--- src/hdl/sbmq_pkg.sv ---
// ----------------------------------------------------------------------------
// sbmq_pkg
// Shared types and constants of the shared-buffer multi-queue block: stream
// field layout, command and status codes, and the control/status structs
// that join the sequencer to the datapath.
// ----------------------------------------------------------------------------
package sbmq_pkg;

    localparam int CMD_W = 1;
    localparam int QID_W = 3;
    localparam int VAL_W = 31;
    localparam int STS_W = 3;
    localparam int CFG_W = 4;

    // Input word: command, queue_id, value from the lowest bit up.
    localparam int CMD_LSB     = 0;
    localparam int QID_LSB     = CMD_LSB + CMD_W;
    localparam int VAL_LSB     = QID_LSB + QID_W;
    localparam int IN_TDATA_W  = 40;

    // Result word: status, data_out from the lowest bit up.
    localparam int OUT_TDATA_W = 40;
    localparam int OUT_PAD_W   = OUT_TDATA_W - STS_W - VAL_W;

    localparam logic [CFG_W-1:0] ACTIVE_RESET = 4'd8;

    localparam logic CMD_ENQ = 1'b0;
    localparam logic CMD_DEQ = 1'b1;

    typedef enum logic [STS_W-1:0] {
        ST_ENQUEUED = 3'd0,
        ST_DEQUEUED = 3'd1,
        ST_EMPTY    = 3'd2,
        ST_FULL     = 3'd3,
        ST_BADQ     = 3'd4
    } status_t;

    // Commands from the sequencer to the datapath.
    typedef struct packed {
        logic capture;     // take the input word and read the queue record
        logic deq_read;    // read value and link of the queue head
        logic enq_commit;  // link the new entry and post an enqueued result
        logic deq_commit;  // unlink the head and post a dequeued result
        logic reject;      // post a bad queue, empty or full result
    } dp_cmd_t;

    // Status from the datapath to the sequencer.
    typedef struct packed {
        logic bad;
        logic is_deq;
        logic q_empty;
        logic store_full;
        logic out_free;
    } dp_sts_t;

endpackage

--- src/hdl/sbmq_ctrl.sv ---
// ----------------------------------------------------------------------------
// sbmq_ctrl
// Sequencer of the multi-queue block: accepts one word, steps it through the
// memory lookups and commits the result when the output register is free.
// ----------------------------------------------------------------------------
module sbmq_ctrl (
    input  logic               aclk,
    input  logic               aresetn,
    input  logic               s_tvalid,
    output logic               s_tready,
    input  sbmq_pkg::dp_sts_t  sts,
    output sbmq_pkg::dp_cmd_t  cmd
);
    import sbmq_pkg::*;

    typedef enum logic [1:0] {
        S_IDLE,
        S_ACCESS,
        S_UPDATE
    } state_t;

    state_t state_reg, state_next;
    logic   ready_reg;

    assign s_tready = ready_reg;

    always_comb begin
        cmd        = '0;
        state_next = state_reg;
        unique case (state_reg)
            S_IDLE: begin
                if (s_tvalid && ready_reg) begin
                    cmd.capture = 1'b1;
                    state_next  = S_ACCESS;
                end
            end
            S_ACCESS: begin
                if (sts.bad || (sts.is_deq && sts.q_empty) ||
                    (!sts.is_deq && sts.store_full)) begin
                    if (sts.out_free) begin
                        cmd.reject = 1'b1;
                        state_next = S_IDLE;
                    end
                end else if (sts.is_deq) begin
                    cmd.deq_read = 1'b1;
                    state_next   = S_UPDATE;
                end else if (sts.out_free) begin
                    cmd.enq_commit = 1'b1;
                    state_next     = S_IDLE;
                end
            end
            S_UPDATE: begin
                if (sts.out_free) begin
                    cmd.deq_commit = 1'b1;
                    state_next     = S_IDLE;
                end
            end
            default: begin
                state_next = S_IDLE;
            end
        endcase
    end

    // The input side stays closed during reset; ready is registered and opens in the cycle after reset is released.
    always_ff @(posedge aclk) begin
        if (!aresetn) begin
            state_reg <= S_IDLE;
            ready_reg <= 1'b0;
        end else begin
            state_reg <= state_next;
            ready_reg <= (state_next == S_IDLE);
        end
    end

endmodule

--- config.mk ---
export PLATFORM = sky130hd
export DESIGN_NAME = sbmq_ctrl
export DESIGN_NICKNAME = d
export VERILOG_FILES = /design/src/hdl/sbmq_pkg.sv /design/src/hdl/sbmq_ctrl.sv
export SDC_FILE = /design/constraint.sdc
export NUM_CORES = 1
export LEC_CHECK = 0
export BUFFER_PORTS_ARGS = -buffer_cell sky130_fd_sc_hd__buf_2
export CAP_MARGIN = 20
export CORE_AREA = 2 2 39 41
export DETAILED_ROUTE_END_ITERATION = 7
export DIE_AREA = 0 0 41 43
export SLEW_MARGIN = 20
export SYNTH_ARGS = -nofsm -noshare
export SYNTH_HDL_FRONTEND = slang
export SYNTH_SLANG_ARGS = --single-unit
--- constraint.sdc ---
create_clock -name aclk -period 1.4 [get_ports aclk]
set_input_delay 0.07 -clock aclk [delete_from_list [all_inputs] [get_ports aclk]]
set_output_delay 0.07 -clock aclk [all_outputs]
set_load 0.01 [all_outputs]
==> results.yml, run 1 <==
place:
  place.gp.congestion: 0.611
  port_buffers: 13
  place_area_um2: 262
  dp_hpwl_um: 371
cts:
  path_clk_slew_ns: 0.04
  h-tree-depth: 1
  clock_latency_ns: 0.23
  cts.path.max_buffers: 2
  post-cts-setup-buffers: 0
  cts_buffers: 3
  cts_resized: 0
  clkSinkCount: 3
  ctsHoldBuffers: 0
  cts_tree: "yes"
  clock-root-buffer: "clkbuf_4"
die:
  die_w_um: 41
  die_h_um: 43
  core_area_um2: 1380
  die_area_um2: 1760
  rows: 14
  start_util: 0.127
  boundaryPins: 14
power_and_ir_drop:
  ir_drop_mv: 0.279
  p_per_area_nw_per_um2: 994
  power_uw: 286
  p_leak_nw: 0.136
synthesis:
  postSynthAreaPerCell_um2: 8.82
  synth_cell_types: 15
  syn_inst: 20
  yosys_register_bits: 3
  syn_nets: 28
  syn_area_um2: 176
  ys_seq_area_frac: 0.340
  yosysWarnings: 0
finish:
  nets: 46
  antenna_cells: 0
  final_layout_size_suffix_gt1_frac: 0.486
  area_delta_synth_final_pct: 63.1
  largest_register_ffs: 2
  num-fill-cells: 157
  final_area_um2: 288
run:
  maxCapViolCount: 0
global_routing:
  use_met2: 0.0969
  grt_pass1_wl_um: 669
  grt_overflow_total: 0
  grtUsageMet3: 0.0314
  grt_max_degree: 6
  grt_busiest_layer: "met2"
  grtUsageTotal: 0.0631
  grt_pass1_vias: 196
  antenna_found_initial: 0
  met1_usage: 0.0447
route:
  vias: 214
  via_per_inst: 4.04
  drc: 0
  detail-route-antenna-nets: 0
  wl_um: 455
  routedWlPerCell_um: 8.58
  drt_iter0_drc: 1
  dr.pass1.iters: 4
critical_path:
  cp_max_fo: 5
  start_kind: "flip-flop"
  cp-end-kind: "primary output"
  worstPathRequired_ns: 1.33
  arrival_ns: 1.23
  crit_type: "reg2out"
sta:
  max_freq_mhz: 772
  rsz0062_at_grt: "no"
  hold_viol_final: 0
  setup_viol: 0
  worstMarginPinSlew_ns: 0.314
  tns_ns: 0
  drv_slew: 0
  fin_skew_ns: 0.00178
  fin_crit_sh: 0.925
  maxSlewHeadroom: 0.789
  finalCriticalPeriod_ns: 1.30
status:
  status: "completed"
worst_hold_path:
  holdCritPathClass: "in2reg"
## cells by family (layout without fill, tap and decap cells)
family	after synthesis	in the layout	share of synthesized area
flip-flops	3	3	0.340
AND/OR/NAND/NOR	13	13	0.504
buffers and inverters	0	17	0
AO/OA/AOI/OAI	4	4	0.156
## layout make-up
type,instances,area [um2],share of cell area
Clock buffer,4,26.3,0.0913
Multi-Input combinational cell,17,116,0.404
Tap cell,16,20.0,0.0696
Sequential cell,3,60.1,0.209
Timing Repair Buffer,13,65.1,0.226
## final timing paths
check	start	slack, ns	cells past startpoint	endpoint
max	state_reg[0]	0.10	3	cmd[3]
min	aresetn	0.06	2	state_reg[0]
max reg2reg	state_reg[0]	0.34	3	state_reg[0]
min reg2reg	s_tready	0.64	3	state_reg[0]
## synth_stat cells
cell type / instances / area [um2]
and3b_1: 1 / 8.76
or3b_1: 1 / 8.76
nand2_1: 1 / 3.75
nor2_1: 2 / 7.51
nor3_1: 1 / 5.00
a21oi_1: 1 / 5.00
nand3b_1: 1 / 7.51
o21a_1: 2 / 15.0
nor4b_1: 1 / 8.76
nor3b_1: 2 / 15.0
a211oi_1: 1 / 7.51
and2b_2: 1 / 8.76
nor4_1: 1 / 6.26
or2b_2: 1 / 8.76
dfxtp_1: 3 / 60.1
## layout by cell type (no fill, tap or decap)
master / count
a211oi_1: 1
a21oi_1: 1
and2b_2: 1
and3b_1: 1
buf_2: 13
clkbuf_1: 1
clkbuf_4: 3
dfxtp_1: 3
nand2_1: 1
nand3b_1: 1
nor2_1: 2
nor3_1: 1
nor3b_1: 2
nor4_1: 1
nor4b_1: 1
o21a_1: 2
or2b_2: 1
or3b_1: 1
## worst max-delay path, stage by stage (launching register included)
cell	delay (ns)
dfxtp_1	0.37
or2b_2	0.33
nor2_1	0.14
buf_2	0.15
## per-stage QoR
step / hold WS, ns / std cells / setup WS [ns] / util
after floorplan: 0.188 / 20 / 0.314 / -
after CTS: 0.0580 / 53 / 0.0756 / 0.208
after detailed placement: 0.305 / 49 / 0.331 / 0.189
final: 0.0634 / 53 / 0.105 / 0.208
after global routing: 0.0791 / 53 / 0.0232 / 0.208
after global placement: 0.300 / 49 / 0.333 / 0.189
## per-layer routing
layer / share of wire / vias up
li1: - / 113
met1: 0.38 / 92
met2: 0.53 / 9
met3: 0.084 / 0
met4: 0 / 0
met5: 0 / -
## report_power, final
| part | internal, mW | switching, mW | total, mW |
|---|---|---|---|
| combinational | 0.0209 | 0.0189 | 0.0399 |
| clock | 0.107 | 0.0454 | 0.152 |
| sequential | 0.0907 | 0.00314 | 0.0938 |
No activity file was read; power rests on OpenSTA's default activity.
==> inputs of run 2 (changes only) <==
Settings changed: ABC_AREA from default to 1.
==> results.yml, run 2 <==
synthesis:
  postSynthAreaPerCell_um2: 5.95
  syn_nets: 41
  synth.top_cell.area_share: 0.306
  synthFlopType: "dfxtp_1"
  netlist_top_cells_area: "dfxtp_1 (31%), nor2_1 (15%), inv_1 (11%)"
  async_flop_share: 0
  yosysWarnings: 0
  synth.top_cells.by_count: "nor2_1 (8), inv_1 (6), nand2_1 (5)"
  syn_area_um2: 196
  syn_inst: 33
  yosysMostFrequentCell: "nor2_1"
  synth_top_area_cell: "dfxtp_1"
  synth_cell_types: 14
  yosys_register_bits: 3
  ys_seq_area_frac: 0.306
  synth-edff-count: 0
place:
  dp.cells: 62
  dp_hpwl_um: 451
  place.gp.congestion: 0.690
  port_buffers: 13
  place_area_um2: 282
cts:
  ctsHoldBuffers: 0
  path_clk_slew_ns: 0.04
  clock-root-buffer: "clkbuf_4"
  cts.path.max_buffers: 2
  post-cts-setup-buffers: 0
  cts_tree: "yes"
  cts_buffers: 3
  cts_resized: 0
  h-tree-depth: 1
  clock_latency_ns: 0.23
  clkSinkCount: 3
critical_path:
  cp_max_fo: 3
  worstPathRequired_ns: 1.33
  crit_slowest_cell: "dfxtp_1"
  critPathMaxStageDelay_ns: 0.32
  cp_common_cell: "inv_1"
  crit_type: "reg2out"
  crit_chain: "inv_1, nand4_1, inv_1, buf_2"
  arrival_ns: 0.97
  cp-end-kind: "primary output"
  critPathTopFamily: "flip-flops"
  crit_buf_inv: 3
  start_kind: "flip-flop"
global_routing:
  grt_pass1_vias: 236
  grt_pass1_wl_um: 876
  antenna_found_initial: 0
  grt_overflow_total: 0
  grt_max_degree: 5
  grtUsageTotal: 0.0782
die:
  rows: 14
  die_area_um2: 1760
  die_h_um: 43
  boundaryPins: 14
  start_util: 0.142
  die_w_um: 41
  core_area_um2: 1380
worst_hold_path:
  holdCritPathClass: "in2reg"
sta:
  finalCriticalPeriod_ns: 1.04
  worstMarginPinSlew_ns: 0.174
  fin_skew_ns: 0.00266
  setup_viol: 0
  maxSlewHeadroom: 0.883
  tns_ns: 0
  max_freq_mhz: 966
  hold_viol_final: 0
  drv_slew: 0
  fin_crit_sh: 0.739
  rsz0062_at_grt: "no"
finish:
  final_area_um2: 308
  area_delta_synth_final_pct: 56.7
  final_common_cell: "buf_2"
  nets: 59
  layout_common_cells: "buf_2 (13), nor2_1 (8), inv_1 (6)"
  antenna_cells: 0
  finalNonFillerCells: 66
  largest_register_ffs: 2
  final_layout_size_suffix_gt1_frac: 0.420
route:
  via_per_inst: 3.82
  vias: 252
  detail-route-antenna-nets: 0
  drc: 0
  routedWlPerCell_um: 7.65
  drt_iter0_drc: 6
  wl_um: 505
  dr.pass1.iters: 4
run:
  maxCapViolCount: 0
power_and_ir_drop:
  ir_drop_mv: 0.276
  power_uw: 292
  p_per_area_nw_per_um2: 947
  p_leak_nw: 0.165
status:
  status: "completed"
-- run 2: per-layer routing --
metal | up-vias | GRT usage | wire, um | share of wire
met4 | 0 | 0.0600 | 0 | 0
met5 | - | 0 | 0 | 0
met2 | 9 | 0.113 | 266 | 0.53
li1 | 136 | - | - | -
met3 | 0 | 0.0471 | 49 | 0.097
met1 | 107 | 0.0769 | 189 | 0.37
-- run 2: cell families after synthesis --
| logic type | count (synthesis) | synth area share |
|---|---|---|
| flip-flops | 3 | 0.306 |
| buffers and inverters | 8 | 0.153 |
| AND/OR/NAND/NOR | 19 | 0.446 |
| AO/OA/AOI/OAI | 3 | 0.0955 |
-- run 2: area by class of cell --
type | instances | area, um2
fillers | 174 | 1080
multi-input cells | 22 | 106
repair buffers | 13 | 65.1
flip-flops and latches | 3 | 60.1
inverters | 8 | 30.0
clock buffers | 4 | 26.3
well taps | 16 | 20.0
-- run 2: where the power goes --
group,internal (mW),switching [mW]
combinational,0.0205,0.0268
clock,0.107,0.0439
sequential,0.0910,0.00268
total,0.218,0.0734
-- run 2: through the flow --
step	utilization	hold WS (ns)	setup slack (ns)
final	0.222	0.0899	0.365
after floorplan	-	0.202	0.614
after global routing	0.222	0.0850	0.296
after global placement	0.203	0.326	0.551
after detailed placement	0.203	0.326	0.508
after CTS	0.222	0.0767	0.349
-- run 2: path summary, 6_finish.rpt --
kind,slack [ns],endpoint,from,cells past startpoint
setup / recovery,0.36,cmd[4],state_reg[0],4
hold / removal,0.09,state_reg[0],aresetn,3
setup reg to reg,0.52,s_tready,state_reg[0],6
hold reg to reg,0.56,state_reg[0],s_tready,2
-- run 2: worst min-delay path, delay by kind of cell --
family,cells,cell delay [ns]
AO/OA/AOI/OAI,1,0.04
buffers and inverters,2,0.16
==> inputs of run 3 (changes only) <==
Clock period 1.4 ns to 0.83 ns, I/O delays scaled along.
==> results.yml, run 3 (same netlist as run 2, synthesis figures left out) <==
cts:
  clkSinkCount: 3
  clock_latency_ns: 0.23
  ctsHoldBuffers: 0
  cts.path.max_buffers: 2
  clock-root-buffer: "clkbuf_4"
  path_clk_slew_ns: 0.04
  cts_buffers: 3
  h-tree-depth: 1
  cts_tree: "yes"
sta:
  rsz0062_at_grt: "yes"
  fin_crit_sh: 1.18
  setup_viol: 7
  finalCriticalPeriod_ns: 0.983
  drv_slew: 0
  setup_ws_ns: -0.153
  worstMarginPinSlew_ns: 0.142
  max_freq_mhz: 1020
  hold_viol_final: 0
  maxSlewHeadroom: 0.905
  fin_skew_ns: 0.00302
finish:
  final_common_cell: "buf_2"
  area_delta_synth_final_pct: 63.1
  layout_common_cells: "buf_2 (13), nor2_1 (7), inv_1 (5), nand2_1 (5), clkbuf_4 (3)"
  nets: 60
  fin_util: 0.231
  finalNonFillerCells: 67
  antenna_cells: 0
  final_layout_size_suffix_gt1_frac: 0.510
  largest_register_ffs: 2
worst_hold_path:
  worstHoldPathCells: 3
  hp-start: "aresetn"
  holdCritPathClass: "in2reg"
  whs_endpoint: "state_reg[0]"
critical_path:
  crit_slowest_cell: "dfxtp_2"
  crit_type: "reg2out"
  r2r-end: "state_reg[1]"
  worstPathRequired_ns: 0.79
  ff2ff_path_depth: 6
  critPathMaxStageDelay_ns: 0.32
  start_kind: "flip-flop"
  crit_chain: "inv_2, nand4_1, inv_1, buf_2"
  ff2ff_setup_slack_ns: -0.05
  cp_max_fo: 3
  reg2reg_from: "state_reg[1]"
  arrival_ns: 0.94
  cp-end-kind: "primary output"
die:
  core_area_um2: 1380
  start_util: 0.142
  die_h_um: 43
  boundaryPins: 14
  die_area_um2: 1760
  rows: 14
  die_w_um: 41
place:
  place.gp.congestion: 0.678
  dp_hpwl_um: 410
  dp.cells: 62
  port_buffers: 13
power_and_ir_drop:
  p_per_area_nw_per_um2: 1550
  p_leak_nw: 0.172
  ir_drop_mv: 0.466
global_routing:
  grtUsageTotal: 0.0641
  grt_overflow_total: 0
  antenna_found_initial: 0
  grt_pass1_wl_um: 724
  grt_max_degree: 5
  grt_pass1_vias: 215
route:
  detail-route-antenna-nets: 0
  routedWlPerCell_um: 6.99
  drt_iter0_drc: 5
  via_per_inst: 3.73
  wl_um: 468
  vias: 250
  drc: 0
  dr.pass1.iters: 4
status:
  failed_checks: "setup timing"
  status: "finished with violations"
run:
  maxCapViolCount: 0
## run 3: worst max-delay path by stage
stage / start / end / slack (ns) / depth (start not counted)
detailed placement: state_reg[0] / s_tready / -0.04 / 6
global placement: state_reg[0] / s_tready / -0.03 / 6
CTS: state_reg[1] / cmd[4] / -0.16 / 4
finish: state_reg[0] / cmd[4] / -0.15 / 4
floorplan: state_reg[0] / s_tready / 0.04 / 6
global route: state_reg[0] / cmd[4] / -0.23 / 4
## run 3: metal layers
metal  routed length [um]  GRT usage
met1                  191     0.0607
met2                  238     0.0938
met3                   39     0.0314
met4                    0     0.0600
met5                    0          0
## run 3: report_power, final
part	total (mW)	internal (mW)	switching, mW
Clock	0.255	0.180	0.0751
Combinational	0.0815	0.0356	0.0459
Sequential	0.159	0.154	0.00473
Total	0.496	0.370	0.126
## run 3: critical path, delay by kind of cell (launching register included)
family                 cells  cell delay (ns)
flip-flops                 1             0.32
AND/OR/NAND/NOR            1             0.14
buffers and inverters      3             0.25
## run 3: layout make-up
cell class              instances  area, um2
clock buffers                   4       26.3
well taps                      16       20.0
flip-flops and latches          3       62.6
repair buffers                 14       72.6
fillers                       169       1060
inverters                       8       30.0
multi-input cells              22        109
## run 3: what timing repair did
item                                    in CTS  in global routing
endpoints found under the setup margin       6                  8
endpoints found under the hold margin        0                  0
buffers inserted                             1                  0
gates resized for setup                      4                  1
pin swaps                                    3                  2
## run 3: per-stage QoR
stage | hold slack (ns) | power (mW) | setup WS, ns | TNS [ns] | cell area (um2)
after floorplan | 0.170 | 0.203 | 0.0438 | 0 | 196
after global placement | 0.296 | 0.239 | -0.0327 | -0.0327 | 282
after detailed placement | 0.299 | 0.241 | -0.0389 | -0.0389 | 282
after CTS | 0.0454 | 0.506 | -0.158 | -0.731 | 320
after global routing | 0.0572 | 0.547 | -0.230 | -1.24 | 320
final | 0.0489 | 0.496 | -0.153 | -0.647 | 320
